$ cat src/sv/rsud_pkg.sv
// types and codes shared by the range set block
package rsud_pkg;

    localparam logic [1:0] OP_ADD    = 2'd0;
    localparam logic [1:0] OP_REMOVE = 2'd1;
    localparam logic [1:0] OP_DUMP   = 2'd2;
    localparam logic [1:0] OP_UNUSED = 2'd3;

    localparam logic [1:0] ST_OK      = 2'd0;
    localparam logic [1:0] ST_FULL    = 2'd1;
    localparam logic [1:0] ST_INVALID = 2'd2;

    typedef struct packed {
        logic [1:0]  opcode;
        logic [15:0] range_low;
        logic [15:0] range_high;
    } t_req;

    typedef struct packed {
        logic [15:0] entry_low;
        logic [15:0] entry_high;
        logic        set_empty;
        logic [1:0]  status;
        logic        last_of_run;
    } t_rsp;

    typedef struct packed {
        logic rotate;
        logic commit;
        logic push_a;
        logic push_b;
    } t_cell_ctl;

endpackage

$ cat src/sv/rsud_cell.sv
// one table cell with its scratch entry, rotating to its neighbor
module rsud_cell #(
    parameter int VB  = 16,
    parameter int CW  = 6,
    parameter int IDX = 0
) (
    input  logic               i_clk,
    input  rsud_pkg::t_cell_ctl i_ctl,
    input  logic [CW-1:0]      i_wp,
    input  logic [VB-1:0]      i_a_lo,
    input  logic [VB-1:0]      i_a_hi,
    input  logic [VB-1:0]      i_b_lo,
    input  logic [VB-1:0]      i_b_hi,
    input  logic [VB-1:0]      i_next_lo,
    input  logic [VB-1:0]      i_next_hi,
    output logic [VB-1:0]      o_lo,
    output logic [VB-1:0]      o_hi
);
    import rsud_pkg::*;

    logic [VB-1:0] r_lo, r_hi;
    logic [VB-1:0] r_s_lo, r_s_hi;
    logic          hit_a, hit_b;

    assign hit_a = i_ctl.push_a && (i_wp == CW'(IDX));
    assign hit_b = i_ctl.push_b && (CW'(i_wp + CW'(1)) == CW'(IDX));

    always_ff @(posedge i_clk) begin
        if (i_ctl.rotate) begin
            r_lo <= i_next_lo;
            r_hi <= i_next_hi;
        end else if (i_ctl.commit) begin
            r_lo <= r_s_lo;
            r_hi <= r_s_hi;
        end
        if (hit_a) begin
            r_s_lo <= i_a_lo;
            r_s_hi <= i_a_hi;
        end else if (hit_b) begin
            r_s_lo <= i_b_lo;
            r_s_hi <= i_b_hi;
        end
    end

    assign o_lo = r_lo;
    assign o_hi = r_hi;

endmodule

$ cat src/sv/range_set_union_difference.sv
// range set top level: cell chain, walk control and result register
//
//  channel   | signals                      | handshake
//  request   | start, i_req                 | taken when start and not busy
//  result    | o_rsp_strobe, o_rsp          | each result strobed, no stall
//
// every request takes a full rotation of the cell chain (S_WALK), then a step
// to close an add (S_FIN) and one to commit and answer (S_DONE).
// dump results come out during the rotation, one per stored entry per cycle;
// an empty set answers at the end. reset empties the table at once; no clearing pass.
// results cannot be held off; busy stays high until the request is done.
module range_set_union_difference #(
    parameter int MAX_INTERVALS = 32,
    parameter int VALUE_BITS    = 16
) (
    input  logic           i_clk,
    input  logic           i_rst_n,
    input  logic           start,
    input  rsud_pkg::t_req i_req,
    output logic           busy,
    output logic           o_rsp_strobe,
    output rsud_pkg::t_rsp o_rsp
);
    import rsud_pkg::*;

    localparam int M  = MAX_INTERVALS;
    localparam int VB = VALUE_BITS;
    localparam int CW = $clog2(M + 3);
    localparam int KW = $clog2(M);

    typedef enum logic [1:0] {S_IDLE, S_WALK, S_FIN, S_DONE} t_state;

    t_state        r_state;
    logic [1:0]    r_op;
    logic [VB-1:0] r_lo, r_hi, r_nl, r_nh;
    logic [VB-1:0] n_nl, n_nh;
    logic          r_placed, n_placed;
    logic [KW-1:0] r_k;
    logic [CW-1:0] r_wp, r_count;
    t_rsp          r_rsp;
    logic          r_strobe;

    logic [VB-1:0] c_lo [M];
    logic [VB-1:0] c_hi [M];
    logic [VB-1:0] a_lo, a_hi, b_lo, b_hi;
    logic [VB-1:0] el, eh;
    logic          active, inverted, do_commit;
    t_cell_ctl     ctl;
    logic [CW-1:0] wp_next;

    assign el       = c_lo[0];
    assign eh       = c_hi[0];
    assign active   = (r_state == S_WALK) && (CW'(r_k) < r_count);
    assign inverted = r_lo > r_hi;
    assign do_commit = (r_state == S_DONE) && (r_op == OP_ADD || r_op == OP_REMOVE)
                       && !inverted && (r_wp <= CW'(M));
    assign wp_next  = CW'(r_wp + CW'(ctl.push_a) + CW'(ctl.push_b));

    always_comb begin
        ctl.rotate = (r_state == S_WALK);
        ctl.commit = do_commit;
        ctl.push_a = 1'b0;
        ctl.push_b = 1'b0;
        a_lo = el;
        a_hi = eh;
        b_lo = el;
        b_hi = eh;
        n_nl = r_nl;
        n_nh = r_nh;
        n_placed = r_placed;
        if (active && r_op == OP_ADD) begin
            if (({1'b0, eh} + {{VB{1'b0}}, 1'b1}) < {1'b0, r_nl}) begin
                ctl.push_a = 1'b1;
            end else if ({1'b0, el} > ({1'b0, r_nh} + {{VB{1'b0}}, 1'b1})) begin
                ctl.push_a = 1'b1;
                if (!r_placed) begin
                    a_lo = r_nl;
                    a_hi = r_nh;
                    ctl.push_b = 1'b1;
                    n_placed = 1'b1;
                end
            end else begin
                if (el < r_nl) n_nl = el;
                if (eh > r_nh) n_nh = eh;
            end
        end else if (active && r_op == OP_REMOVE) begin
            if (el > r_hi || eh < r_lo) begin
                ctl.push_a = 1'b1;
            end else if (el < r_lo && eh > r_hi) begin
                ctl.push_a = 1'b1;
                a_hi = VB'(r_lo - VB'(1));
                ctl.push_b = 1'b1;
                b_lo = VB'(r_hi + VB'(1));
            end else if (el < r_lo) begin
                ctl.push_a = 1'b1;
                a_hi = VB'(r_lo - VB'(1));
            end else if (eh > r_hi) begin
                ctl.push_a = 1'b1;
                a_lo = VB'(r_hi + VB'(1));
            end
        end else if (r_state == S_FIN && r_op == OP_ADD && !r_placed) begin
            ctl.push_a = 1'b1;
            a_lo = r_nl;
            a_hi = r_nh;
        end
    end

    for (genvar g = 0; g < M; g++) begin : g_cell
        rsud_cell #(
            .VB (VB),
            .CW (CW),
            .IDX(g)
        ) u_cell (
            .i_clk    (i_clk),
            .i_ctl    (ctl),
            .i_wp     (r_wp),
            .i_a_lo   (a_lo),
            .i_a_hi   (a_hi),
            .i_b_lo   (b_lo),
            .i_b_hi   (b_hi),
            .i_next_lo(c_lo[(g + 1) % M]),
            .i_next_hi(c_hi[(g + 1) % M]),
            .o_lo     (c_lo[g]),
            .o_hi     (c_hi[g])
        );
    end

    always_ff @(posedge i_clk) begin
        if (!i_rst_n) begin
            r_state  <= S_IDLE;
            r_strobe <= 1'b0;
            r_count  <= '0;
        end else begin
            r_strobe <= 1'b0;
            case (r_state)
                S_IDLE: begin
                    if (start) begin
                        r_op     <= i_req.opcode;
                        r_lo     <= VB'(i_req.range_low);
                        r_hi     <= VB'(i_req.range_high);
                        r_nl     <= VB'(i_req.range_low);
                        r_nh     <= VB'(i_req.range_high);
                        r_placed <= 1'b0;
                        r_k      <= '0;
                        r_wp     <= '0;
                        r_state  <= S_WALK;
                    end
                end
                S_WALK: begin
                    r_nl     <= n_nl;
                    r_nh     <= n_nh;
                    r_placed <= n_placed;
                    r_wp     <= wp_next;
                    if (r_op == OP_DUMP && active) begin
                        r_strobe          <= 1'b1;
                        r_rsp.entry_low   <= 16'(el);
                        r_rsp.entry_high  <= 16'(eh);
                        r_rsp.set_empty   <= 1'b0;
                        r_rsp.status      <= ST_OK;
                        r_rsp.last_of_run <= (CW'(CW'(r_k) + CW'(1)) == r_count);
                    end
                    r_k <= KW'(r_k + KW'(1));
                    if (r_k == KW'(M - 1)) r_state <= S_FIN;
                end
                S_FIN: begin
                    r_wp    <= wp_next;
                    r_state <= S_DONE;
                end
                S_DONE: begin
                    r_rsp.entry_low   <= '0;
                    r_rsp.entry_high  <= '0;
                    r_rsp.last_of_run <= 1'b1;
                    r_rsp.set_empty   <= 1'b0;
                    r_rsp.status      <= ST_OK;
                    if (r_op == OP_DUMP) begin
                        r_strobe        <= (r_count == '0);
                        r_rsp.set_empty <= 1'b1;
                    end else begin
                        r_strobe <= 1'b1;
                        if (r_op == OP_UNUSED || inverted) begin
                            r_rsp.status <= ST_INVALID;
                        end else if (r_wp > CW'(M)) begin
                            r_rsp.status <= ST_FULL;
                        end
                    end
                    if (do_commit) r_count <= r_wp;
                    r_state <= S_IDLE;
                end
                default: r_state <= S_IDLE;
            endcase
        end
    end

    assign busy         = (r_state != S_IDLE);
    assign o_rsp_strobe = r_strobe;
    assign o_rsp        = r_rsp;

endmodule

$ cat config.mk
export PLATFORM = sky130hd
export DESIGN_NAME = range_set_union_difference
export DESIGN_NICKNAME = d
export VERILOG_FILES = /design/src/sv/rsud_pkg.sv /design/src/sv/rsud_cell.sv /design/src/sv/range_set_union_difference.sv
export SDC_FILE = /design/constraint.sdc
export NUM_CORES = 2
export LEC_CHECK = 0
export ABC_AREA = 0
export BUFFER_PORTS_ARGS = -buffer_cell sky130_fd_sc_hd__buf_2
export CORE_MARGIN = 8
export CORE_UTILIZATION = 59
export DETAILED_ROUTE_END_ITERATION = 8
export HOLD_SLACK_MARGIN = 0.06
export PLACE_DENSITY = 0.75
export SYNTH_ARGS = -nofsm -noshare
export SYNTH_HDL_FRONTEND = slang
export SYNTH_HIERARCHICAL = 1
export SYNTH_SLANG_ARGS = --single-unit
$ cat constraint.sdc
create_clock -name i_clk -period 18.9 [get_ports i_clk]
set_input_delay 1.89 -clock i_clk [delete_from_list [all_inputs] [get_ports i_clk]]
set_output_delay 1.89 -clock i_clk [all_outputs]
set_load 0.03 [all_outputs]
==> run_results.csv <==
group,metric,value,unit
outcome,status,"completed",
sta,hold_viol_final,0,
power,clockPowerShare,0.245,
power,power.density,151,mW/mm2
detailed_routing,dr.pass1.iters,5,
sta,finalSetupViolations,0,
global_routing,track_usage,0.266,
logic_synthesis,synth_top_flop_cell,"edfxtp_1",
final_layout,final_cell_count_no_fill,8316,
logic_synthesis,yosysWarningCount,6,
power,intPower,11.4,mW
global_routing,grt_antenna_before_repair,6,
power,leakage,40.4,nW
global_routing,overflow,0,
die,die_h,433,um
logic_synthesis,synth_cells,5643,
cts,cts_sinks,2171,
power,p_total,16.9,mW
detailed_routing,vias_per_cell,6.33,
die,rows,153,
placement,portBuffers,74,
worst_setup_path,crit_required,19.39,ns
die,ios,75,
placement,dp_hpwl,145000,um
final_layout,areaGrowthSynthToFinish,9.10,%
logic_synthesis,syn_avg_cell_area,18.1,um2
detailed_routing,vias,52600,
detailed_routing,ant_nets,0,
logic_synthesis,synth_area_leaders,"edfxtp_1 (63%), mux2_4 (13%), mux2_2 (12%), ha_1 (1.9%), mux2_1 (1.6%)",
global_routing,grt_pass1_vias,53800,
power,swShare,0.323,
placement,placedCellCount,7921,
sta,rsz0062_at_grt,"no",
logic_synthesis,yosysTopAreaCellShare,0.634,
sta,relSlewSlack,0.168,
detailed_routing,wl_met3,20000,um
final_layout,layout_common_cells,"edfxtp_1 (2162), mux2_2 (1091), mux2_4 (869)",
sta,min_period,7.39,ns
die,initial_core_util,0.591,
cts,htreeDepth,4,
global_routing,grt_pass1_wl,369000,um
sta,max_freq,0.135,GHz
detailed_routing,wirelength,253000,um
cts,clk_pin_slew_worst_paths,0.06,ns
cts,cts_setup_buffers,0,
worst_setup_path,cp-end-kind,"flop",
power,power.share.combinational,0.329,
final_layout,drive_above_1_share,0.442,
cts,root_buffer,"clkbuf_16",
sta,post-route-period-util,0.391,
min_path,hold_path_class,"flop to flop",
cts,numCtsBuffers,212,
power,p_sw,5.44,mW
worst_setup_path,r2r_setup_slack,11.51,ns
logic_synthesis,seq_area_frac_synth,0.636,
worst_setup_path,cpMaxStageDelayCell,"or4_2",
cts,worstSkewPairLatency,0.87,ns
die,die_w,433,um
power,vdd_drop_max,0.115,mV
logic_synthesis,async_flop_share,0,
sta,skew,0.0439,ns
logic_synthesis,synth_edf_count,2162,
cts,tritoncts,"done",
final_layout,layout_commonest_cell,"edfxtp_1",
worst_setup_path,crit_path_start_kind,"flop",
global_routing,grt_max_degree,84,
placement,place_congestion,0.902,
power,power_frac_seq,0.426,
die,dieArea,0.187,mm2
worst_setup_path,path_cells,"buf_4 > ha_1 > nand4_1 > nor3_1 > nand3_1 > xnor2_1 > ha_1 > nand3_1 > nor3_1 > a211oi_1 > a31oi_1 > nand2b_1 > o31a_2 > buf_4 > nand4b_1 > or4_2 > nand2_1 > buf_4",
sta,tightest_slew,1.25,ns
worst_setup_path,worstSetupPathType,"flop to flop",
detailed_routing,drtIter0Drc,5088,
detailed_routing,route.met2.wl,119000,um
logic_synthesis,synthDistinctLibCells,90,
detailed_routing,drt-met1-wl,104000,um
detailed_routing,drc,0,
sta,drv_slew,0,
worst_setup_path,cp_common_cell,"buf_4",
flow_run,cap_violations,0,
cts,cts_buffer_depth,3,
cts,ctsResizeCount,0,
sta,setup_tns,0,ns
worst_setup_path,crit_path_max_fanout,49,
cts,ctsHoldBuffers,0,
die,core_area,0.173,mm2
worst_setup_path,cp.arrival,7.88,ns
final_layout,finalNetCount,6004,
worst_setup_path,slowest_delay,1.10,ns
logic_synthesis,synth_area,0.102,mm2
logic_synthesis,yosysTopAreaCell,"edfxtp_1",
detailed_routing,dr.max_layer_used,"met5",
logic_synthesis,syn_nets,5837,
detailed_routing,routedWlPerCell,30.5,um
logic_synthesis,synth-seq-cells,2171,
[final cells by class]
cell class | instances | area [um2]
multi-input combinational | 3109 | 35100
inverter | 88 | 333
tap | 2325 | 2910
antenna | 1 | 2.50
fill | 11700 | 61500
timing repair buffer | 228 | 1530
clock inverter | 135 | 1240
clock buffer | 259 | 5500
sequential | 2171 | 65100
[power by group through the flow]
stage	sequential (mW)	clock, mW	combinational, mW
after global placement	7.26	0	5.35
after floorplan	7.21	0	3.57
final	7.18	4.13	5.54
after CTS	7.18	4.19	5.50
after global routing	7.25	4.37	5.79
after detailed placement	7.27	0	5.47
[layer usage]
metal / GRT usage / up-vias
li1: - / 22400
met1: 0.364 / 27600
met2: 0.422 / 2159
met3: 0.0530 / 481
met4: 0.106 / 2
met5: 0 / -
[state kept, by name (all words and copies together) (netlist names), 2 cells and up]
name / flops
g_cell.u_cell/r_s_lo: 512
r_count: 6
r_op: 2
r_lo: 16
r_nl: 16
g_cell.u_cell/r_s_hi: 512
r_k: 5
g_cell.u_cell/o_lo: 512
o_rsp: 36
r_nh: 16
r_state: 2
r_wp: 6
g_cell.u_cell/o_hi: 512
r_hi: 16
[critical path: cells and delay by family, from the launching register on]
family	cells	cell delay (ns)
buffers and inverters	3	1.57
DFF	1	1.08
adders and majority gates	2	0.66
AOI/OAI and AO/OA	3	0.72
and+or+nand+nor	9	2.73
xor gates and xnor gates	1	0.17
[cell families after synthesis]
logic type                 Yosys count  synth area share
DFF                               2171             0.636
muxes                             2122             0.265
and+or+nand+nor                    523            0.0328
buffers and inverters              363            0.0260
AOI/OAI and AO/OA                  241            0.0156
adders and majority gates          157            0.0193
xor gates and xnor gates            66           0.00565
[Yosys cell counts (11+ instances only)]
master,number
xor2_1,12
nand3_1,63
nor2_1,69
mux2i_1,19
and2_1,15
nor2b_1,40
a221oi_1,14
a211oi_1,14
xnor2_1,54
inv_1,87
buf_6,69
buf_12,39
a21o_1,13
nand4_4,11
nand4_1,44
ha_1,156
clkbuf_1,78
nor3_1,23
or2_2,29
buf_2,81
nand2_1,95
a21oi_1,59
and3_1,15
mux2_1,143
o21ai_0,51
edfxtp_1,2162
a22oi_1,25
mux2_2,1094
mux2_4,866
nand2b_1,16
[worst paths after layout]
kind,from,end,depth (start not counted)
worst min-delay path,r_count[3],r_count[3],2
worst max register to register,g_cell[0].u_cell/o_hi[0],g_cell[24].u_cell/r_s_lo[13],18
worst max-delay path,g_cell[0].u_cell/o_hi[0],g_cell[24].u_cell/r_s_lo[13],18
worst min register to register,r_count[3],r_count[3],2
[per-stage QoR]
step	setup WS (ns)	area, um2	hold WS, ns	utilization
final	11.51	112000	0.492	0.645
after global routing	11.29	112000	0.493	0.645
after CTS	11.63	112000	0.488	0.645
after detailed placement	11.68	105000	0.478	0.606
after global placement	11.85	105000	0.478	0.606
after floorplan	8.29	102000	0.442	-
Power figures use the tool's default switching activity.
